## config.mk

```make
export PLATFORM = sky130hd
export DESIGN_NAME = acsm_ram
export DESIGN_NICKNAME = d
export VERILOG_FILES = /design/src/hdl/acsm_ram.sv
export SDC_FILE = /design/constraint.sdc
export NUM_CORES = 2
export LEC_CHECK = 0
export ABC_CLOCK_PERIOD_IN_PS = 2500
export BUFFER_PORTS_ARGS = -buffer_cell sky130_fd_sc_hd__buf_2
export CAP_MARGIN = 25
export CORE_MARGIN = 2
export CORE_UTILIZATION = 33
export DETAILED_ROUTE_END_ITERATION = 6
export HOLD_SLACK_MARGIN = 0.15
export PLACE_DENSITY = 0.53
export SYNTH_ARGS = -nofsm -noshare
export SYNTH_HDL_FRONTEND = slang
export SYNTH_SLANG_ARGS = --single-unit
```

## constraint.sdc

```tcl
create_clock -name i_clk -period 2.5 [get_ports i_clk]
set_clock_uncertainty 0.15 [all_clocks]
set_input_delay 0.125 -clock i_clk [delete_from_list [all_inputs] [get_ports i_clk]]
set_output_delay 0.125 -clock i_clk [all_outputs]
set_load 0.005 [all_outputs]
```

## src/hdl/acsm_ram.sv

```systemverilog
// Generic single-port synchronous RAM, registered read.
// No dependencies.
module acsm_ram #(
    parameter int WIDTH = 8,
    parameter int DEPTH = 256,
    localparam int AW = (DEPTH > 1) ? $clog2(DEPTH) : 1
) (
    input  logic             i_clk,
    input  logic             i_we,
    input  logic             i_re,
    input  logic [AW-1:0]    i_addr,
    input  logic [WIDTH-1:0] i_wdata,
    output logic [WIDTH-1:0] o_rdata
);

    logic [WIDTH-1:0] r_mem [DEPTH];
    logic [WIDTH-1:0] r_rdata;

    always_ff @(posedge i_clk) begin
        if (i_we) begin
            r_mem[i_addr] <= i_wdata;
        end
        if (i_re) begin
            r_rdata <= r_mem[i_addr];
        end
    end

    assign o_rdata = r_rdata;

endmodule

```

# Word level (Yosys, flattened, before mapping)
# Memory sizes are Yosys's and may differ from the RTL's. A register that Yosys moved wholly into a read port is not among the register bits.
# Cells that the tools add are included.
[op_classes]
n_mux = 2
[ops]
columns = ["cell", "count"]
rows = [
  ["$mux 1", 2],
]
[totals]
ff_bits = 0
ramBits = 2048
inputBits = 19
output_inout_bits = 8
mem_count = 1
[mem_list]
columns = ["name", "words", "width", "read_ports", "rd_clocked_by_memory_dff", "wr", "line", "rtl"]
rows = [
  ["r_mem", 256, 8, 1, 1, 1, "16", "logic [WIDTH-1:0] r_mem [DEPTH];"],
]

# Logic depth before layout (Yosys ltp)
[depth]
depth_word = 2
mapped_depth = 10

# Worst setup path before layout
# OpenSTA, ideal clock, no wires.
[synth_path]
path_kind = "input-to-reg"
from = "input port i_addr[1]"
to = "memory r_mem[111][0], enable pin"
setup_time_ns = 0.370
t_arrival_ns = 1.974
t_required_ns = 1.980
path_slack_ns = 0.006
cell_stages = 9
path_buffers = 5
cell_sequence = "buf_2 -> clkbuf_1 -> clkbuf_1 -> nand2_1 -> buf_2 -> nor2_1 -> nand2_1 -> clkbuf_1 -> nor2_1"
[synth_rtl]
columns = ["element", "line", "rtl"]
rows = [
  ["start: declaration", "11", "input logic [AW-1:0] i_addr,"],
  ["end: declaration", "16", ""],
]
# Straight into the memory's write port.

==> impl_results.md <==
- # rows: 179
- Top cell type's share of synthesized area: 78.6%
- Layout Nets: 4283
- GR Util All Layers: 16.9%
- Peak supply drop: 0.000794 V
- Final hold slack: 0.195 ns
- Worst setup EP type: flip-flop
- P&R area growth vs syn: 21.4%
- Pwr Total: 72.0 mW
- Worst min path class: in -> reg
- Worst EP required: 2.92 ns
- H-tree levels: 4
- Largest net degree at the start of global routing: 91
- Overall die area: 242000 um2
- Reg2reg start: r_mem[104][4]
- DIE HEIGHT: 492 um
- Worst EP arrival: 3.07 ns
- Synth Instances: 3547
- Initial antenna violation count: 4
- Failing checks: setup timing
- Largest cells by area after synthesis: edfxtp_1, mux4_2, a22oi_1, nor2_1, a21oi_1
- Largest area contributor in the netlist: edfxtp_1
- Final Hold Fails: 0
- Post-synthesis sequential area ratio: 78.6%
- Syn Nets: 3566
- Placed cells: 7199
- Reg2reg end: o_rdata[4]
- Final cell count without fillers: 7594
- Worst Setup Path Type: reg -> reg
- Cts bufs inserted: 206
- Pre-CTS setup slack: -1.08 ns
- Fmax: 377 MHz
- Yosys warnings: 0
- Flop2flop setup slack: -0.15 ns
- Core ar.: 237000 um2
- Synth Area per Inst: 22.2 um2
- Status: complete, but fails checks
- Final Setup Violations: 3
- Flip-flop and latch count after synthesis: 2056
- Drt drc: 0
- CTS tree: yes
- Tcrit/Tclk final: 106%
- Drt wl/cell: 27.3 um
- Via count: 39.2k
- Crit path time final: 2.65 ns
- Vias in the first global route: 40.2k
- Fin util: 40.2%
- Initial Utilization: 33.1%
- Post-DRT Antenna Nets: 0
- Clk_lat worst skew: 0.85 ns
- Vias per std cell: 5.16
- Design Area, Final: 95400 um2
- Cell count of the worst hold path: 2
- Post-CTS setup buffers: 0
- CP max FO: 1
- Final GP Congestion: 0.817
- Worst Hold Path EP: r_mem[171][6]
- Setup ws final: -0.150 ns
- PD cells: 754 nW/um2
- Actual slew at the worst max-slew pin: 0.974 ns
- DP HPWL: 133000 um
- RSZ-0062 raised after global routing: true
- Max_slew headroom: 34.9%
- CTS Sinks: 2056
- Startpoint types: flip-flop
- Placed Area: 88100 um2
- Synthesized area: 78600 um2
- Synth unique cells: 21
- Max-cap violation count: 0
- Share of cells above drive strength 1: 36.0%
- FF-to-FF path depth: 6
- First-pass GRT wire length: 296000 um
- Port bufs: 26
- Initial DRT Pass Iterations: 5
- First DRT Iteration DRCs: 4196
- Max Slew Vio Count: 0
- LEAKAGE: 30.2 nW
- Clk pin slew, worst setup/hold paths: 0.06 ns
- Root Driver: clkbuf_16
- Grt total ovfl: 0
- DRT Wirelength: 207000 um
- IO Count: 27
- Die X: 492 um
- TNS Setup: -0.263 ns
- # fillers: 21.0k
- Clock buffer depth: 3
- Hold Crit Start: i_wdata[6]
-- how the worst max path moves through the flow --
stage               slack (ns)             to           from
global route             -0.12     o_rdata[4]  r_mem[124][4]
detailed placement       -1.08     o_rdata[4]      i_addr[0]
finish                   -0.15     o_rdata[4]  r_mem[104][4]
floorplan                0.006  r_mem[111][0]      i_addr[1]
global placement         -1.58     o_rdata[4]      i_addr[0]
CTS                      -0.13     o_rdata[4]  r_mem[124][4]
-- flip-flops by register name (all words and copies together), names as in the netlist --
| name | count |
|---|---|
| r_mem | 2048 |
| o_rdata | 8 |
-- cells in the final DEF, fill, tap and decap left out, types with 3 or more instances in the layout --
master	synthesis	routed
edfxtp_1	2056	2056
buf_4	16	593
mux4_2	512	512
nor2_1	232	231
a22oi_1	256	229
clkbuf_16	0	207
a21oi_1	128	106
buf_12	0	97
clkinv_1	0	52
clkbuf_1	145	46
nor3_1	30	30
a22oi_2	0	27
nand2_1	28	27
clkinv_2	0	25
dlygate4sd3_1	0	22
o41ai_2	0	21
a21oi_2	0	20
bufinv_16	0	20
buf_2	36	16
buf_8	0	10
nand4_1	8	8
nand3_1	13	7
inv_6	0	7
o41ai_4	0	6
nand3_2	0	6
nor2b_1	7	5
o41ai_1	32	5
diode_2	0	4
nand2b_1	6	4
clkinvlp_4	0	3
buf_6	16	3
-- repair_timing --
action / CTS / global route
pin swaps: 10 / 14
gates resized for setup: 41 / 44
endpoints found under the hold margin: 2852 / 0
endpoints found under the setup margin: 8 / 8
hold buffers: 25 / 0
-- metal layers --
metal  vias up  track usage (%)  share of wire [%]
met5         -                0                  0
met4         0             4.15                2.2
met3       232             2.79                5.7
met2      1173             27.9                 50
met1     21300             23.3                 42
li1      16600                -                  -
-- synth_stat cells --
| master | number |
|---|---|
| buf_1 | 19 |
| clkbuf_1 | 145 |
| nand3_1 | 13 |
| edfxtp_1 | 2056 |
| and2_1 | 3 |
| nor3_1 | 30 |
| buf_4 | 16 |
| or2_2 | 2 |
| buf_6 | 16 |
| or3_1 | 1 |
| nand2_1 | 28 |
| nor2b_1 | 7 |
| mux4_2 | 512 |
| inv_1 | 1 |
| a21oi_1 | 128 |
| buf_2 | 36 |
| a22oi_1 | 256 |
| o41ai_1 | 32 |
| nor2_1 | 232 |
| nand2b_1 | 6 |
| nand4_1 | 8 |
-- critical path, stage by stage (launching register included) --
cell and delay, ns:
edfxtp_1 0.37, mux4_2 0.45, a22oi_1 0.29, a21oi_1 0.15, o41ai_4 0.66, buf_4 0.22, nand4_1 0.08
-- layout make-up --
class                           count  area [um2]  area share (%)
Clock inverter                    114        1140            1.19
Tap cell                         3167        3960            4.15
Timing Repair Buffer              741        6880            7.21
Antenna cell                        4        10.0          0.0105
Multi-Input combinational cell   1258       16300            17.1
Inverter                            1        3.75         0.00394
Clock buffer                      253        5350            5.61
Sequential cell                  2056       61700            64.7
-- logic make-up after synthesis --
group                  count (synthesis)  share of synthesized area, %
and+or+nand+nor                      330                          1.73
buffers and inverters                233                          1.40
DFF                                 2056                          78.6
muxes                                512                          14.7
AOI/OAI and AO/OA                    416                          3.62
-- power by group --
part | internal [mW] | switching (mW) | total [mW]
clock | 17.2 | 12.8 | 30.0
combinational | 1.59 | 2.33 | 3.93
sequential | 38.0 | 0.0477 | 38.1
total | 56.8 | 15.2 | 72.0
Note: power is estimated with default switching activity, not from simulation.
