<file path="config.mk">
export PLATFORM = sky130hd
export DESIGN_NAME = acsm_ctrl
export DESIGN_NICKNAME = d
export VERILOG_FILES = /design/src/hdl/acsm_pkg.sv /design/src/hdl/acsm_ctrl.sv
export SDC_FILE = /design/constraint.sdc
export NUM_CORES = 1
export LEC_CHECK = 0
export BUFFER_PORTS_ARGS = -buffer_cell sky130_fd_sc_hd__buf_2
export CAP_MARGIN = 15
export CORE_ASPECT_RATIO = 0.6
export CORE_MARGIN = 2
export CORE_UTILIZATION = 40
export CTS_CLUSTER_DIAMETER = 40
export DETAILED_ROUTE_END_ITERATION = 8
export PLACE_DENSITY = 0.6
export SETUP_SLACK_MARGIN = 0.4
export SYNTH_ARGS = -nofsm -noshare
export SYNTH_HDL_FRONTEND = slang
export SYNTH_SLANG_ARGS = --single-unit
export TNS_END_PERCENT = 20
</file>
<file path="constraint.sdc">
create_clock -name i_clk -period 9.5 [get_ports i_clk]
set_input_delay 1.9 -clock i_clk [delete_from_list [all_inputs] [get_ports i_clk]]
set_output_delay 1.9 -clock i_clk [all_outputs]
set_load 0.03 [all_outputs]
</file>
<file path="src/hdl/acsm_pkg.sv">
// Shared types and constants of the Aho-Corasick stream matcher.
// Used by acsm_ctrl and aho_corasick_stream_matcher; no dependencies.
package acsm_pkg;

    localparam int CMD_W   = 2;
    localparam int SYM_W   = 8;
    localparam int STATE_W = 12;
    localparam int ID_W    = 14;
    localparam int LEN_W   = 7;
    localparam int POS_W   = 32;

    typedef enum logic [CMD_W-1:0] {
        CMD_LOAD_GOTO = 2'd0,
        CMD_LOAD_INFO = 2'd1,
        CMD_SCAN      = 2'd2,
        CMD_RESTART   = 2'd3
    } t_cmd;

    // One result as it leaves the block.
    typedef struct packed {
        logic               found;
        logic [ID_W-1:0]    id;
        logic [POS_W-1:0]   start;
        logic [STATE_W-1:0] state;
        logic               last;
    } t_result;

    // Table RAM strobes from the controller.
    typedef struct packed {
        logic goto_we;
        logic goto_re;
        logic info_we;
        logic info_re;
    } t_mem_ctl;

endpackage

</file>
<file path="src/hdl/acsm_ctrl.sv">
// Sequencer of the matcher: table loads, goto/failure walk, output-chain walk.
// Depends on acsm_pkg; drives the goto and state-info RAMs in the top level.
module acsm_ctrl
    import acsm_pkg::*;
#(
    parameter int NUM_STATES = 4096,
    parameter int ALPHABET   = 256,
    parameter int MAX_DEPTH  = 64,
    localparam int ST = (NUM_STATES < (1 << STATE_W)) ? NUM_STATES : (1 << STATE_W),
    localparam int SW = $clog2(ST),
    localparam int CW = $clog2(ALPHABET),
    localparam int IW = SW + ID_W + LEN_W
) (
    input  logic               i_clk,
    input  logic               i_rst_n,
    input  logic               i_valid,
    output logic               o_stall,
    input  logic [CMD_W-1:0]   i_command,
    input  logic [STATE_W-1:0] i_state_index,
    input  logic [SYM_W-1:0]   i_symbol,
    input  logic               i_edge_present,
    input  logic [STATE_W-1:0] i_goto_target,
    input  logic [STATE_W-1:0] i_fail_target,
    input  logic [ID_W-1:0]    i_pattern_id,
    input  logic [LEN_W-1:0]   i_pattern_length,
    input  logic [POS_W-1:0]   i_start_position,
    output t_mem_ctl           o_mem,
    output logic [SW+CW-1:0]   o_goto_addr,
    output logic [SW:0]        o_goto_wdata,
    input  logic [SW:0]        i_goto_rdata,
    output logic [SW-1:0]      o_info_addr,
    output logic [IW-1:0]      o_info_wdata,
    input  logic [IW-1:0]      i_info_rdata,
    output logic               o_push,
    output t_result            o_result,
    input  logic               i_push_ok
);

    // Reciprocal constants for the mod-by-constant folds.
    localparam int FOLD_SH = STATE_W + SW;
    localparam int FOLD_M  = ((1 << FOLD_SH) + ST - 1) / ST;
    localparam int FM_W    = STATE_W + 2;
    localparam int PROD_W  = STATE_W + FM_W;
    localparam int SYM_SH  = SYM_W + CW;
    localparam int SYM_M   = ((1 << SYM_SH) + ALPHABET - 1) / ALPHABET;
    localparam int SM_W    = SYM_W + 2;
    localparam int SPROD_W = SYM_W + SM_W;
    localparam int DW      = $clog2(MAX_DEPTH + 1);

    typedef enum logic [5:0] {
        S_IDLE  = 6'b000001,
        S_LOAD  = 6'b000010,
        S_SYM   = 6'b000100,
        S_WALK  = 6'b001000,
        S_CHAIN = 6'b010000,
        S_FLUSH = 6'b100000
    } t_fsm;

    t_fsm               r_fsm, n_fsm;
    logic [SW-1:0]      r_state, n_state;
    logic [POS_W-1:0]   r_pos, n_pos;
    logic               r_pend_v, n_pend_v;
    logic [ID_W-1:0]    r_pend_id, n_pend_id;
    logic [POS_W-1:0]   r_pend_start, n_pend_start;
    t_cmd               r_cmd, n_cmd;
    logic [STATE_W-1:0] r_idx, n_idx;
    logic [STATE_W-1:0] r_qi, n_qi;
    logic [STATE_W-1:0] r_tgt, n_tgt;
    logic [STATE_W-1:0] r_qt, n_qt;
    logic [SYM_W-1:0]   r_sym, n_sym;
    logic [SYM_W-1:0]   r_q8, n_q8;
    logic               r_edge, n_edge;
    logic [ID_W-1:0]    r_id, n_id;
    logic [LEN_W-1:0]   r_len, n_len;
    logic [CW-1:0]      r_c, n_c;
    logic [SW-1:0]      r_s, n_s;
    logic [DW-1:0]      r_steps, n_steps;
    logic [DW-1:0]      r_walked, n_walked;

    logic [STATE_W-1:0] w_tgt_in;
    logic [PROD_W-1:0]  w_qi_prod, w_qt_prod;
    logic [SPROD_W-1:0] w_sq_prod;
    logic [SW-1:0]      w_idx_fold, w_tgt_fold;
    logic [CW-1:0]      w_c;
    logic               w_sym_ok;
    logic [SW-1:0]      w_fail, w_goto_tgt, w_walk_s;
    logic [ID_W-1:0]    w_id;
    logic [LEN_W-1:0]   w_len;
    logic               w_match;
    logic [DW-1:0]      w_walked_nx;
    logic               w_chain_done;

    assign o_stall = (r_fsm != S_IDLE);

    // Quotient stage on the request fields, remainder stage on the registered quotients.
    assign w_tgt_in  = (t_cmd'(i_command) == CMD_LOAD_GOTO) ? i_goto_target : i_fail_target;
    assign w_qi_prod = PROD_W'(i_state_index) * PROD_W'(FOLD_M);
    assign w_qt_prod = PROD_W'(w_tgt_in) * PROD_W'(FOLD_M);
    assign w_sq_prod = SPROD_W'(i_symbol) * SPROD_W'(SYM_M);

    assign w_idx_fold = SW'(PROD_W'(r_idx) - PROD_W'(r_qi) * PROD_W'(ST));
    assign w_tgt_fold = SW'(PROD_W'(r_tgt) - PROD_W'(r_qt) * PROD_W'(ST));
    assign w_c        = CW'(SPROD_W'(r_sym) - SPROD_W'(r_q8) * SPROD_W'(ALPHABET));
    assign w_sym_ok   = (SPROD_W'(r_sym) < SPROD_W'(ALPHABET));

    // State-info word: {failure link, pattern id, pattern length}.
    assign w_fail     = i_info_rdata[IW-1 -: SW];
    assign w_id       = i_info_rdata[LEN_W +: ID_W];
    assign w_len      = i_info_rdata[LEN_W-1:0];
    assign w_goto_tgt = i_goto_rdata[SW-1:0];
    assign w_walk_s   = (r_steps >= DW'(MAX_DEPTH)) ? '0 : w_fail;

    assign w_match      = (w_id != '0);
    assign w_walked_nx  = r_walked + DW'(1);
    assign w_chain_done = (w_fail == '0) || (w_walked_nx >= DW'(MAX_DEPTH));

    always_comb begin
        n_fsm        = r_fsm;
        n_state      = r_state;
        n_pos        = r_pos;
        n_pend_v     = r_pend_v;
        n_pend_id    = r_pend_id;
        n_pend_start = r_pend_start;
        n_cmd        = r_cmd;
        n_idx        = r_idx;
        n_qi         = r_qi;
        n_tgt        = r_tgt;
        n_qt         = r_qt;
        n_sym        = r_sym;
        n_q8         = r_q8;
        n_edge       = r_edge;
        n_id         = r_id;
        n_len        = r_len;
        n_c          = r_c;
        n_s          = r_s;
        n_steps      = r_steps;
        n_walked     = r_walked;

        o_mem        = '0;
        o_goto_addr  = {r_s, r_c};
        o_goto_wdata = {r_edge, w_tgt_fold};
        o_info_addr  = r_s;
        o_info_wdata = {w_tgt_fold, r_id, r_len};
        o_push       = 1'b0;
        o_result     = '0;

        case (r_fsm)
            S_IDLE: begin
                if (i_valid) begin
                    n_cmd  = t_cmd'(i_command);
                    n_idx  = i_state_index;
                    n_qi   = STATE_W'(w_qi_prod >> FOLD_SH);
                    n_tgt  = w_tgt_in;
                    n_qt   = STATE_W'(w_qt_prod >> FOLD_SH);
                    n_sym  = i_symbol;
                    n_q8   = SYM_W'(w_sq_prod >> SYM_SH);
                    n_edge = i_edge_present;
                    n_id   = i_pattern_id;
                    n_len  = i_pattern_length;
                    case (t_cmd'(i_command))
                        CMD_LOAD_GOTO: n_fsm = S_LOAD;
                        CMD_LOAD_INFO: n_fsm = S_LOAD;
                        CMD_SCAN:      n_fsm = S_SYM;
                        CMD_RESTART: begin
                            n_state = '0;
                            n_pos   = i_start_position;
                        end
                        default: ;
                    endcase
                end
            end
            S_LOAD: begin
                // goto loads of a symbol outside the alphabet are dropped
                o_mem.goto_we = (r_cmd == CMD_LOAD_GOTO) && w_sym_ok;
                o_mem.info_we = (r_cmd == CMD_LOAD_INFO);
                o_goto_addr   = {w_idx_fold, r_sym[CW-1:0]};
                o_info_addr   = w_idx_fold;
                n_fsm         = S_IDLE;
            end
            S_SYM: begin
                o_mem.goto_re = 1'b1;
                o_mem.info_re = 1'b1;
                o_goto_addr   = {r_state, w_c};
                o_info_addr   = r_state;
                n_c           = w_c;
                n_s           = r_state;
                n_steps       = '0;
                n_pend_v      = 1'b0;
                n_fsm         = S_WALK;
            end
            S_WALK: begin
                n_walked = '0;
                if (i_goto_rdata[SW]) begin
                    n_state = w_goto_tgt;
                    if (w_goto_tgt == '0) begin
                        n_fsm = S_FLUSH;
                    end else begin
                        o_mem.info_re = 1'b1;
                        o_info_addr   = w_goto_tgt;
                        n_fsm         = S_CHAIN;
                    end
                end else if (r_s == '0) begin
                    n_state = '0;
                    n_fsm   = S_FLUSH;
                end else begin
                    // follow the failure link, or jump to root once the walk runs too long
                    if (r_steps < DW'(MAX_DEPTH)) begin
                        n_steps = r_steps + DW'(1);
                    end
                    n_s           = w_walk_s;
                    o_mem.goto_re = 1'b1;
                    o_mem.info_re = 1'b1;
                    o_goto_addr   = {w_walk_s, r_c};
                    o_info_addr   = w_walk_s;
                end
            end
            S_CHAIN: begin
                // a held match goes out as not last when a newer one arrives, else as last in S_FLUSH
                if (!(w_match && r_pend_v && !i_push_ok)) begin
                    if (w_match && r_pend_v) begin
                        o_push   = 1'b1;
                        o_result = '{found: 1'b1, id: r_pend_id, start: r_pend_start,
                                     state: STATE_W'(r_state), last: 1'b0};
                    end
                    if (w_match) begin
                        n_pend_v     = 1'b1;
                        n_pend_id    = w_id;
                        n_pend_start = r_pos + POS_W'(1) - POS_W'(w_len);
                    end
                    n_walked = w_walked_nx;
                    if (w_chain_done) begin
                        n_fsm = S_FLUSH;
                    end else begin
                        o_mem.info_re = 1'b1;
                        o_info_addr   = w_fail;
                    end
                end
            end
            S_FLUSH: begin
                if (i_push_ok) begin
                    o_push   = 1'b1;
                    o_result = '{found: r_pend_v,
                                 id:    r_pend_v ? r_pend_id : '0,
                                 start: r_pend_v ? r_pend_start : '0,
                                 state: STATE_W'(r_state),
                                 last:  1'b1};
                    n_pos    = r_pos + POS_W'(1);
                    n_fsm    = S_IDLE;
                end
            end
            default: n_fsm = S_IDLE;
        endcase
    end

    always_ff @(posedge i_clk) begin
        if (!i_rst_n) begin
            r_fsm    <= S_IDLE;
            r_state  <= '0;
            r_pos    <= '0;
            r_pend_v <= 1'b0;
        end else begin
            r_fsm    <= n_fsm;
            r_state  <= n_state;
            r_pos    <= n_pos;
            r_pend_v <= n_pend_v;
        end
    end

    always_ff @(posedge i_clk) begin
        r_pend_id    <= n_pend_id;
        r_pend_start <= n_pend_start;
        r_cmd        <= n_cmd;
        r_idx        <= n_idx;
        r_qi         <= n_qi;
        r_tgt        <= n_tgt;
        r_qt         <= n_qt;
        r_sym        <= n_sym;
        r_q8         <= n_q8;
        r_edge       <= n_edge;
        r_id         <= n_id;
        r_len        <= n_len;
        r_c          <= n_c;
        r_s          <= n_s;
        r_steps      <= n_steps;
        r_walked     <= n_walked;
    end

endmodule

</file>
## Word level (Yosys, flattened, before mapping)

Cells that the tools add are included.

| cells by class | value |
|---|---|
| mux-type cells | 60 |
| $add $sub $neg | 4 |
| bitwise logic cells | 1 |
| equal/unequal tests | 22 |
| $lt $le $gt $ge | 3 |
| reduce and logical (&&, ||, !) cells | 25 |

Operators by type and width:

| operator | count |
|---|---|
| two-way mux 60 bit | 3 |
| two-way mux 12 bit | 12 |
| two-way mux 32 bit | 4 |
| one-hot mux 60 bit (2 select lines) | 1 |
| one-hot mux 32 bit (2 select lines) | 1 |
| one-hot mux 20 bit (3 select lines) | 1 |
| one-hot mux 12 bit (2 select lines) | 2 |
| one-hot mux 12 bit (4 select lines) | 1 |
| two-way mux 6 bit | 7 |
| two-way mux 20 bit | 2 |
| logical NOT 12 bit | 3 |
| adder 32 x 1 -> 32 bit (second input constant) | 1 |
| subtractor 32 x 7 -> 32 bit | 1 |
| one-hot mux 6 bit (5 select lines) | 1 |
| two-way mux 7 bit | 4 |
| one-hot mux 7 bit (2 select lines) | 2 |
| != test 2 bit (second input constant) | 9 |
| adder 7 x 1 -> 7 bit (second input constant) | 2 |
| >= comparator 7 bit (second input constant) | 2 |
| two-way mux 14 bit | 1 |
| nonzero test 14 bit | 1 |
| two-way mux 1 bit | 13 |
| one-hot mux 6 bit (2 select lines) | 1 |
| AND reduction 4 bit | 3 |
| 24 further kinds | 37 |

| word-level totals | value |
|---|---|
| flip-flop bits (word level) | 187 |
| logic and storage cells | 132 |
| output and inout bits | 144 |
| input port bits | 150 |

## Logic depth before layout (Yosys ltp)

Gate-level depths: netlist (run 1).

| depth | value |
|---|---|
| word-level depth | 6 |
| mapped depth | 12 |

## Worst setup path before layout (run 1)

Ideal clock, no wire load.

| timing path | value |
|---|---|
| path kind | input to output |
| start | input i_info_rdata[8] |
| end | output o_info_addr[4] |
| stages | 7 |
| data arrival time | 3.898 ns |
| setup slack | 3.702 ns |
| cells stage by stage | nor4_1 -> a41oi_1 -> a2111oi_4 -> nor2b_1 -> nor2_1 -> nand2_1 -> nand4_1 |

| between the ends | value |
|---|---|
| cells in the longest elaborated chain, start to end | 5 |

Ends and longest elaborated chain:

| element | RTL line | text |
|---|---|---|
| start: declaration | acsm_ctrl.sv:33 | `input logic [IW-1:0] i_info_rdata,` |
| nonzero test 14 bit | acsm_ctrl.sv:113 | `assign w_match = (w_id != '0);` |
| logical AND 1 bit (2 in a row) | acsm_ctrl.sv:219 | `if (!(w_match && r_pend_v && !i_push_ok)) begin` |
| two-way mux 12 bit | acsm_ctrl.sv:219 |  |
| one-hot mux 12 bit (4 select lines) | acsm_ctrl.sv:147 | `case (r_fsm)` |
| end: declaration | acsm_ctrl.sv:31 | `output logic [SW-1:0] o_info_addr,` |

No other way between the ends.

## Worst setup path in the final report (run 1)

| timing path | value |
|---|---|
| start | input i_info_rdata[8] |
| end | output o_info_addr[7] |

Same word-level chain as after synthesis.

==> metrics.md, run 1 <==
| Metric | Value |
|---|---|
| Skew-Pair Late Insertion Delay | 0.45 ns |
| FP Rows | 46 |
| Crit-path cells | buf_2 -> nor4_1 -> a41oi_1 -> a2111oi_4 -> nor2b_1 -> nor2_1 -> nand2_1 -> nand4_1 -> buf_2 |
| Mapped Area | 10600 um^2 |
| Total Power | 0.00266 W |
| WL per Instance | 21.7 um |
| Pwr/cell area | 206 nW/um^2 |
| Final Max Tran Viols | 0 |
| Largest family of logic cells by synthesized area | simple AND/OR/NAND/NOR gates |
| Outcome | finished, final reports clean |
| Antenna-violating nets left | 0 |
| Post-synthesis compound-gate area fraction | 15.9% |
| Worst hold path depth | 0 |
| Post-synth top flop | edfxtp_1 |
| Worst Clk Skew | 0.0111 ns |
| Slew @ Worst Pin | 1.14 ns |
| Detailed Place HPWL | 28100 um |
| Post-synth top area share | 38.4% |
| Synth warn | 0 |
| Fmax | 153 MHz |
| Post-Syn Nets | 1225 |
| Relative slew margins | 23.7% |
| Hold_sp | r_sym[3] |
| Num CTS Buffers | 17 |
| Largest area contributor in the synthesized netlist | edfxtp_1 |
| H-tree depth | 4 |
| Fraction of layout instances using a drive strength above 1 | 30.9% |
| Cell count after synthesis | 1064 |
| Syn Area/Cell | 9.98 um^2 |
| Final hold viol count | 0 |
| Maximum VDD drop | 0.180 mV |
| Post-synthesis simple-gate area fraction | 22.1% |
| TritonRoute pass-1 iters | 6 |
| Critical path arrival | 4.64 ns |
| Postcts setup bufs | 0 |
| R2R Setup Slk | 5.21 ns |
| Setup violations, final | 0 |
| Global-route wire length before repair | 54200 um |
| Largest net degree at the start of global routing | 59 |
| Count leader, synth | edfxtp_1 |
| Initial antenna violation count | 6 |
| Synth area leaders | edfxtp_1 (38%), dfxtp_1 (9.6%), nor2_1 (3.7%) |
| Worst reg2reg startpoint | r_pos[0] |
| Die area | 27900 um^2 |
| Total track usage | 26.1% |
| Clk slew on worst S/H paths | 0.06 ns |
| Routability congestion estimate | 0.934 |
| # resized after CTS | 0 |
| Synth Area in Adders | 1.37% |
| Grt ovf | 0 |
| Worst setup path class | in2out |
| Register area | 5100 um^2 |
| Post-synth top cells | edfxtp_1 (136), nor2_1 (104), nand2_1 (89), a21oi_1 (60), and2_1 (59) |
| Hold crit path type | reg2reg |
| Crit path time final | 6.54 ns |
| FFs w/ async S/R, synth | 0% |
| #FFs+latches synth | 187 |
| Netlist cell types | 91 |
| Pleak | 5.39 nW |
| Slowest cell on crit path | a2111oi_4 |
| Initial Utilization | 40.5% |
| DRC | 0 |
| Nets@finish | 1470 |
| Hold_buf cts | 0 |
| Via-to-Cell Ratio | 5.60 |
| Multi-input gate area | 5050 um^2 |
| Non-filler cells, final | 1685 |
| Max_cap viols | 0 |
| Most used cell, CP | buf_2 |
| Root Buffer | clkbuf_16 |
| Post-synthesis xor/xnor area fraction | 4.88% |
| WHS Endpoint | r_c[3] |
| # IOs | 294 |
| Die Ht | 130 um |
| Crit path max-delay family | simple AND/OR/NAND/NOR gates |
| Reg2Reg Depth | 11 |
| Final wirelength | 36600 um |
| Worst Setup End Kind | primary output |
| Crit-path max cell delay | 0.83 ns |
| Number of enable flip-flop cells after synthesis | 136 |
| CP max FO | 10 |
| Iteration-0 DRC Markers | 1106 |
| Buffers on Ports | 293 |
| Placed Cells incl. Taps | 1649 |
| Fin crit share | 68.9% |
| Bufs on Longest Clock Path | 2 |
| Clk sinks | 187 |
| Area Growth Syn to Fin | 21.5% |
| Filler Cells Inserted | 2484 |
| CP Buf/Inv Count | 2 |
| Post-synthesis mux area share | 3.06% |
| FF-to-FF End | r_pend_start[17] |
| Critical Path RT | 7.60 ns |
| Number of global-route vias before repair | 8490 |
| CP Launch Type | primary input |
| Post-route setup TNS | 0 ns |
| CTS tree | yes |
| RSZ-0062 raised after global routing | false |
| Seq/Total Area, Yosys | 48.1% |
| Die X | 214 um |
| Placeable Area | 26200 um^2 |
| Vias | 9439 |
layout by cell type, fill, tap and decap left out, types with 32 or more instances in the layout:
cell type / count
xnor2_1: 40
and2_1: 59
nor2_1: 103
buf_2: 293
edfxtp_1: 136
nand3_1: 32
nand2_1: 89
a21oi_1: 59
o21ai_0: 43
dfxtp_1: 51
area by class of cell:
| cell class | count | area share, % |
|---|---|---|
| Antenna cell | 3 | 0.0582 |
| Clock buffer | 18 | 3.33 |
| Clock inverter | 14 | 1.48 |
| Inverter | 26 | 0.766 |
| Multi-Input combinational cell | 770 | 39.1 |
| Sequential cell | 187 | 39.6 |
| Tap cell | 360 | 3.49 |
| Timing Repair Buffer | 307 | 12.2 |
report_power, final:
part	leakage, nW	total, W	internal [W]	switching (W)
combinational	3.39	0.000787	0.000264	0.000523
clock	0.305	0.000768	0.000442	0.000325
sequential	1.69	0.00111	0.00104	0.0000714
total	5.39	0.00266	0.00174	0.000920
worst max-delay path by stage:
stage,depth (start not counted),end,startpoint
after CTS,9,o_info_addr[7],i_info_rdata[8]
final,9,o_info_addr[7],i_info_rdata[8]
after global routing,9,o_info_addr[7],i_info_rdata[8]
after floorplan,7,o_info_addr[4],i_info_rdata[8]
after detailed placement,9,o_info_addr[7],i_info_rdata[8]
after global placement,9,o_info_addr[7],i_info_rdata[8]
layer usage:
metal / part of all wire [%] / vias to the layer above / global-route usage, %
met1: 50 / 4492 / 40.4
met2: 38 / 491 / 32.7
met3: 11 / 40 / 10.5
met5: 0.10 / - / 0
met4: 1.3 / 6 / 5.68
li1: - / 4410 / -
cells by family (layout without fill, tap and decap cells):
logic type | Yosys count | after routing
other | 0 | 3
buffers and inverters | 107 | 365
multiplexers | 30 | 30
AND/OR/NAND/NOR | 432 | 432
XOR/XNOR | 57 | 57
AO/OA/AOI/OAI | 240 | 240
adder cells (fa/ha/maj) | 11 | 11
flip-flops | 187 | 187
worst reg2reg max path, delay by kind of cell, from the launching register on:
kind / cells / cell delay (ns)
xor gates and xnor gates: 2 / 0.76
AOI/OAI and AO/OA: 2 / 0.69
and+or+nand+nor: 4 / 1.10
muxes: 1 / 0.28
adders and majority gates: 2 / 0.68
DFF: 1 / 0.54
through the flow:
step | area, um^2 | hold slack [ns] | utilization (%) | setup WS (ns)
global route | 12900 | 0.463 | 49.2 | 2.77
global placement | 12300 | 0.425 | 46.8 | 2.99
floorplan | 10600 | 0.422 | - | 3.70
detailed placement | 12300 | 0.432 | 46.8 | 2.97
CTS | 12900 | 0.448 | 49.1 | 2.96
finish | 12900 | 0.445 | 49.2 | 2.96
state kept, by name (all words and copies together), names as in the netlist:
signal,cells
r_id,14
r_edge,1
r_s,12
r_steps,7
r_pend_id,14
r_pend_v,1
r_pend_start,32
r_idx,12
r_state,12
r_sym,8
r_pos,32
r_tgt,12
r_fsm,6
r_c,8
r_walked,7
r_cmd,2
r_len,7
Note: power is estimated with default switching activity, not from simulation.
==> inputs of run 2 (changes only) <==
--- a/config.mk
+++ b/config.mk
@@ -12,7 +12,7 @@
 export CORE_UTILIZATION = 40
 export CTS_CLUSTER_DIAMETER = 40
 export DETAILED_ROUTE_END_ITERATION = 8
-export PLACE_DENSITY = 0.6
+export PLACE_DENSITY = 0.62
 export SETUP_SLACK_MARGIN = 0.4
 export SYNTH_ARGS = -nofsm -noshare
 export SYNTH_HDL_FRONTEND = slang
==> constraint.sdc (replaced) <==
create_clock -name i_clk -period 5.4 [get_ports i_clk]
set_input_delay 1.08 -clock i_clk [delete_from_list [all_inputs] [get_ports i_clk]]
set_output_delay 1.08 -clock i_clk [all_outputs]
set_load 0.03 [all_outputs]
==> run 2 against run 1 <==
Net effect: worst setup slack got worse by 2.2 ns; count of clock-buffer cells in the layout fell by 1; via count fell by 0.11%; clock skew fell by 0.0040 ns; final cell count rose by 0.30%; final area rose by 0.26%.
==> metrics.md, run 2 (synthesized netlist as in run 1, its figures left out) <==
| Metric | Value |
|---|---|
| Hold crit path type | reg2reg |
| Number of global-route vias before repair | 8399 (-1.1%) |
| Initial antenna violation count | 5 (-1) |
| CTS tree | yes |
| Non-filler cells, final | 1690 (+0.30%) |
| Pwr/cell area | 357 nW/um^2 (+73%) |
| TritonRoute pass-1 iters | 7 (+1) |
| Worst Clk Skew | 0.00714 ns (-0.00399 ns) |
| # resized after CTS | 0 (unchanged) |
| Placeable Area | 26200 um^2 (unchanged) |
| DRC | 0 (unchanged) |
| Global-route wire length before repair | 53000 um (-2.3%) |
| Worst reg2reg startpoint | r_pos[0] |
| Final wirelength | 36100 um (-1.4%) |
| Hold_ws | 0.450 ns (+0.00459 ns) |
| Max_cap viols | 0 (unchanged) |
| Placed Cells incl. Taps | 1653 (+0.24%) |
| Total track usage | 25.5% (-0.54 points) |
| Area Growth Syn to Fin | 21.8% |
| Nets@finish | 1475 (+0.34%) |
| Reg2Reg Depth | 11 (unchanged) |
| Num CTS Buffers | 17 (unchanged) |
| Skew-Pair Late Insertion Delay | 0.44 ns (about the same) |
| Die X | 214 um (unchanged) |
| Crit-path max cell delay | 0.59 ns (-0.24 ns) |
| Slew @ Worst Pin | 1.07 ns (-0.0749 ns) |
| Fin crit share | 86.5% |
| Pleak | 5.40 nW (+0.31%) |
| FP Rows | 46 (unchanged) |
| Crit path max-delay family | simple AND/OR/NAND/NOR gates |
| Initial Utilization | 40.5% (unchanged) |
| Worst hold path depth | 0 (unchanged) |
| CP max FO | 6 (-4) |
| Worst setup path class | in2out |
| Critical path arrival | 3.59 ns (-1.05 ns) |
| Hold_sp | r_sym[4] |
| Relative slew margins | 28.3% (+4.5 points) |
| FF-to-FF End | r_pend_start[17] |
| R2R Setup Slk | 1.13 ns (-4.08 ns) |
| Commonest non-fill, non-tap cells in the layout | buf_2 (293), edfxtp_1 (136), nor2_1 (103), nand2_1 (89) |
| Detailed Place HPWL | 27900 um (-0.63%) |
| WHS Endpoint | r_c[4] |
| Iteration-0 DRC Markers | 1254 (+13%) |
| Root Buffer | clkbuf_16 |
| Crit-path cells | buf_2 -> nor4_1 -> a41oi_1 -> a2111oi_4 -> nor2b_1 -> nor2_1 -> nand2_1 -> nand4_1 -> buf_2 |
| Most used cell, CP | buf_2 |
| Largest net degree at the start of global routing | 57 (-3.4%) |
| Outcome | finished, final reports clean |
| Critical Path RT | 4.32 ns (-3.28 ns) |
| CP Launch Type | primary input |
| Hold_buf cts | 0 (unchanged) |
| Bufs on Longest Clock Path | 2 (unchanged) |
| Post-route setup TNS | 0 ns (unchanged) |
| Final Max Tran Viols | 0 (unchanged) |
| Buffers on Ports | 293 (unchanged) |
| Via-to-Cell Ratio | 5.58 (-0.40%) |
| Worst Setup End Kind | primary output |
| Setup violations, final | 0 (unchanged) |
| Crit path time final | 4.67 ns |
| H-tree depth | 4 (unchanged) |
| Top Registers | r_pend_start x32, r_pos x32 |
| Clk slew on worst S/H paths | 0.08 ns (+0.02 ns) |
| Antenna-violating nets left | 0 (unchanged) |
| Fmax | 214 MHz |
| Fraction of layout instances using a drive strength above 1 | 31.2% (+0.26 points) |
| Post-route cell area | 12900 um^2 (+0.26%) |
| Final hold viol count | 0 (unchanged) |
| Post-place instance area | 12300 um^2 (+0.19%) |
| Routability congestion estimate | 0.978 (+4.7%) |
| # IOs | 294 (unchanged) |
| Grt ovf | 0 (unchanged) |
| Maximum VDD drop | 0.261 mV (+45%) |
| Total Power | 0.00462 W (+73%) |
| Slowest cell on crit path | a2111oi_4 |
| Die area | 27900 um^2 (unchanged) |
| RSZ-0062 raised after global routing | false |
| CP Buf/Inv Count | 2 (unchanged) |
| Commonest non-fill, non-tap cell in the layout | buf_2 |
| Clk sinks | 187 (unchanged) |
| Postcts setup bufs | 0 (unchanged) |
| Die Ht | 130 um (unchanged) |
| WL per Instance | 21.4 um (-1.6%) |
| Vias | 9429 (-0.11%) |
[run 2: cell count changes in the layout (fill, tap and decap cells not counted), moves of 2 or more]
cell,change
buf_4,+4
bufinv_16,-3
inv_8,+5
clkinv_2,-4
clkinv_8,+2
[run 2: how the worst max path moves through the flow]
stage	startpoint	endpoint	slack [ns]	cells past startpoint
after floorplan	i_info_rdata[8]	r_pend_id[0]	0.95	4
after global placement	i_info_rdata[8]	o_info_addr[7]	0.69	9
after detailed placement	i_info_rdata[8]	o_info_addr[7]	0.71	9
after CTS	i_info_rdata[8]	o_info_addr[7]	0.71	9
after global routing	i_info_rdata[8]	o_info_addr[7]	0.52	9
final	i_info_rdata[8]	o_info_addr[7]	0.73	9
[run 2: final cells by class]
cell class | instances | area (um^2)
clock buffers | 17 | 425
fillers | 2516 | 13300
inverters | 26 | 98.8
diodes | 3 | 7.51
flip-flops and latches | 187 | 5100
clock inverters | 15 | 178
multi-input cells | 770 | 5050
well taps | 360 | 450
repair buffers | 312 | 1630
[run 2: through the flow]
| stage | util, % | setup WS [ns] |
|---|---|---|
| floorplan | - | 0.954 |
| global placement | 46.8 | 0.692 |
| detailed placement | 46.8 | 0.706 |
| CTS | 49.1 | 0.708 |
| global route | 49.3 | 0.517 |
| finish | 49.3 | 0.729 |
[run 2: power by group]
| group | leakage, nW | internal (W) | switching (W) |
|---|---|---|---|
| sequential | 1.69 | 0.00182 | 0.000122 |
| clock | 0.290 | 0.000665 | 0.000623 |
| combinational | 3.42 | 0.000471 | 0.000915 |
| total | 5.40 | 0.00296 | 0.00166 |
[run 2: per-layer routing]
layer,global-route usage [%],share of wire (%),vias to the layer above
met3,9.49,13,32
met1,40.4,50,4416
met4,5.23,1.4,4
met5,0,0.058,-
li1,-,-,4439
met2,31.8,36,538
==> inputs of run 3 (changes only) <==
--- a/config.mk
+++ b/config.mk
@@ -5,7 +5,7 @@
 export SDC_FILE = /design/constraint.sdc
 export NUM_CORES = 1
 export LEC_CHECK = 0
-export BUFFER_PORTS_ARGS = -buffer_cell sky130_fd_sc_hd__buf_2
+export BUFFER_PORTS_ARGS = -buffer_cell sky130_fd_sc_hd__buf_4
 export CAP_MARGIN = 15
 export CORE_ASPECT_RATIO = 0.6
 export CORE_MARGIN = 2
==> run 3 against run 2 <==
Net effect: clock power grew 7%; total power grew 4.5%; first-iteration DRC count shrank 21%; final area grew 5.6%; core utilization grew 2.8 points; worst hold slack lost 0.0040 ns; critical endpoint is now o_info_addr[0]; largest cell class unchanged; largest power group unchanged.
==> metrics.md, run 3 (synthesized netlist as in run 1, its figures left out) <==
| Metric | Value |
|---|---|
| Crit path time final | 4.68 ns (+0.0118 ns) |
| Die Ht | 130 um (unchanged) |
| Crit-path cells | buf_4 -> nor4_1 -> a41oi_1 -> a2111oi_4 -> nand2b_1 -> o21ai_0 -> o21ai_0 -> o21a_1 -> buf_4 |
| Nets@finish | 1473 (-0.14%) |
| Worst path depth | 9 (unchanged) |
| Critical path arrival | 3.60 ns (about the same) |
| Final Max Tran Viols | 0 (unchanged) |
| # diodes | 0 (-3) |
| Detailed Place HPWL | 28200 um (+0.95%) |
| Placed Cells incl. Taps | 1652 (-0.060%) |
| CP Launch Type | primary input |
| Post-place instance area | 13000 um^2 (+6.0%) |
| Outcome | finished, final reports clean |
| Slowest cell on crit path | a2111oi_4 |
| Largest net degree at the start of global routing | 57 (unchanged) |
| H-tree depth | 4 (unchanged) |
| CTS tree | yes |
| Commonest non-fill, non-tap cell in the layout | buf_4 |
| Slew @ Worst Pin | 1.13 ns (+0.0619 ns) |
| Fin crit share | 86.7% (+0.22 points) |
| Top Registers | r_pend_start x32, r_pos x32 |
| Worst Clk Skew | 0.00879 ns (+0.00165 ns) |
| Initial antenna violation count | 0 (-5) |
| Clk slew on worst S/H paths | 0.07 ns (about the same) |
| Critical Path RT | 4.32 ns (about the same) |
| Num CTS Buffers | 17 (unchanged) |
| Area Growth Syn to Fin | 28.7% |
| Setup violations, final | 0 (unchanged) |
| Initial Utilization | 40.5% (unchanged) |
| Skew-Pair Late Insertion Delay | 0.45 ns (about the same) |
| Crit-path max cell delay | 0.64 ns (+0.05 ns) |
| RSZ-0062 raised after global routing | false |
| WL per Instance | 22.0 um (+2.7%) |
| Bufs on Longest Clock Path | 2 (unchanged) |
| Non-filler cells, final | 1685 (-0.30%) |
| Post-route cell area | 13700 um^2 (+5.6%) |
| CP Buf/Inv Count | 2 (unchanged) |
| # IOs | 294 (unchanged) |
| FP Rows | 46 (unchanged) |
| Worst Setup End Kind | primary output |
| DRC | 0 (unchanged) |
| Clk sinks | 187 (unchanged) |
| Final wirelength | 37000 um (+2.4%) |
| # resized after CTS | 0 (unchanged) |
| Grt ovf | 0 (unchanged) |
| Placeable Area | 26200 um^2 (unchanged) |
| Via-to-Cell Ratio | 5.67 (+1.5%) |
| Commonest non-fill, non-tap cells in the layout | buf_4 (309), edfxtp_1 (136), nor2_1 (103), nand2_1 (89) |
| Global-route wire length before repair | 54800 um (+3.4%) |
| Hold_buf cts | 0 (unchanged) |
| Maximum VDD drop | 0.253 mV (-3.1%) |
| Number of global-route vias before repair | 8526 (+1.5%) |
| Antenna-violating nets left | 0 (unchanged) |
| Root Buffer | clkbuf_16 |
| Iteration-0 DRC Markers | 986 (-21%) |
| Hold crit path type | reg2reg |
| Pwr/cell area | 353 nW/um^2 (-1.1%) |
| Vias | 9546 (+1.2%) |
| Relative slew margins | 24.6% (-3.6 points) |
| Buffers on Ports | 293 (unchanged) |
| Final hold viol count | 0 (unchanged) |
| Die area | 27900 um^2 (unchanged) |
| Worst setup path class | in2out |
| Routability congestion estimate | 0.965 (-1.3%) |
| Reg2Reg Depth | 11 (unchanged) |
| Post-route setup TNS | 0 ns (unchanged) |
| Pleak | 5.57 nW (+3.1%) |
| Postcts setup bufs | 0 (unchanged) |
| Crit path max-delay family | compound AO/OA/AOI/OAI gates |
| Hold_ws | 0.446 ns (-0.00401 ns) |
| CP max FO | 7 (+1) |
| Max_cap viols | 0 (unchanged) |
| Total Power | 0.00482 W (+4.5%) |
| TritonRoute pass-1 iters | 7 (unchanged) |
| Worst hold path depth | 0 (unchanged) |
| Die X | 214 um (unchanged) |
| Fraction of layout instances using a drive strength above 1 | 31.2% (about the same) |
| Fmax | 214 MHz (-0.25%) |
| Total track usage | 26.4% (+0.86 points) |
run 3: worst reg2reg max path, delay by kind of cell (launching register included):
kind / cells / cell delay (ns)
muxes: 1 / 0.25
AOI/OAI and AO/OA: 2 / 0.66
xor gates and xnor gates: 2 / 0.82
DFF: 1 / 0.54
and+or+nand+nor: 4 / 1.06
adders and majority gates: 2 / 0.69
run 3: metal layers:
metal,global-route usage [%],share of wire (%),vias up
met4,6.05,1.1,0
li1,-,-,4417
met1,41.6,49,4555
met3,9.56,13,33
met2,32.9,38,541
met5,0,0,-
run 3: final cells by class:
type	instances	area, um^2
Timing Repair Buffer	310	2330
Multi-Input combinational cell	770	5050
Inverter	26	98.8
Tap cell	360	450
Fill cell	2465	12600
Sequential cell	187	5100
Clock inverter	15	209
Clock buffer	17	425
run 3: stage by stage:
step,util [%],worst slack (ns)
after global placement,49.6,0.880
after global routing,52.1,0.602
final,52.1,0.717
after detailed placement,49.6,0.781
after floorplan,-,0.954
after CTS,52.1,0.746
run 3: worst paths after layout:
| check | start | to | slack [ns] |
|---|---|---|---|
| setup / recovery | i_info_rdata[8] | o_info_addr[0] | 0.72 |
| hold / removal | r_sym[4] | r_c[4] | 0.45 |
| setup reg to reg | r_pos[0] | r_pend_start[17] | 1.16 |
| hold reg to reg | r_sym[4] | r_c[4] | 0.45 |
run 3: power breakdown:
group,switching (W),internal [W]
clock network,0.000601,0.000784
logic,0.000921,0.000568
registers,0.000127,0.00182
total,0.00165,0.00317
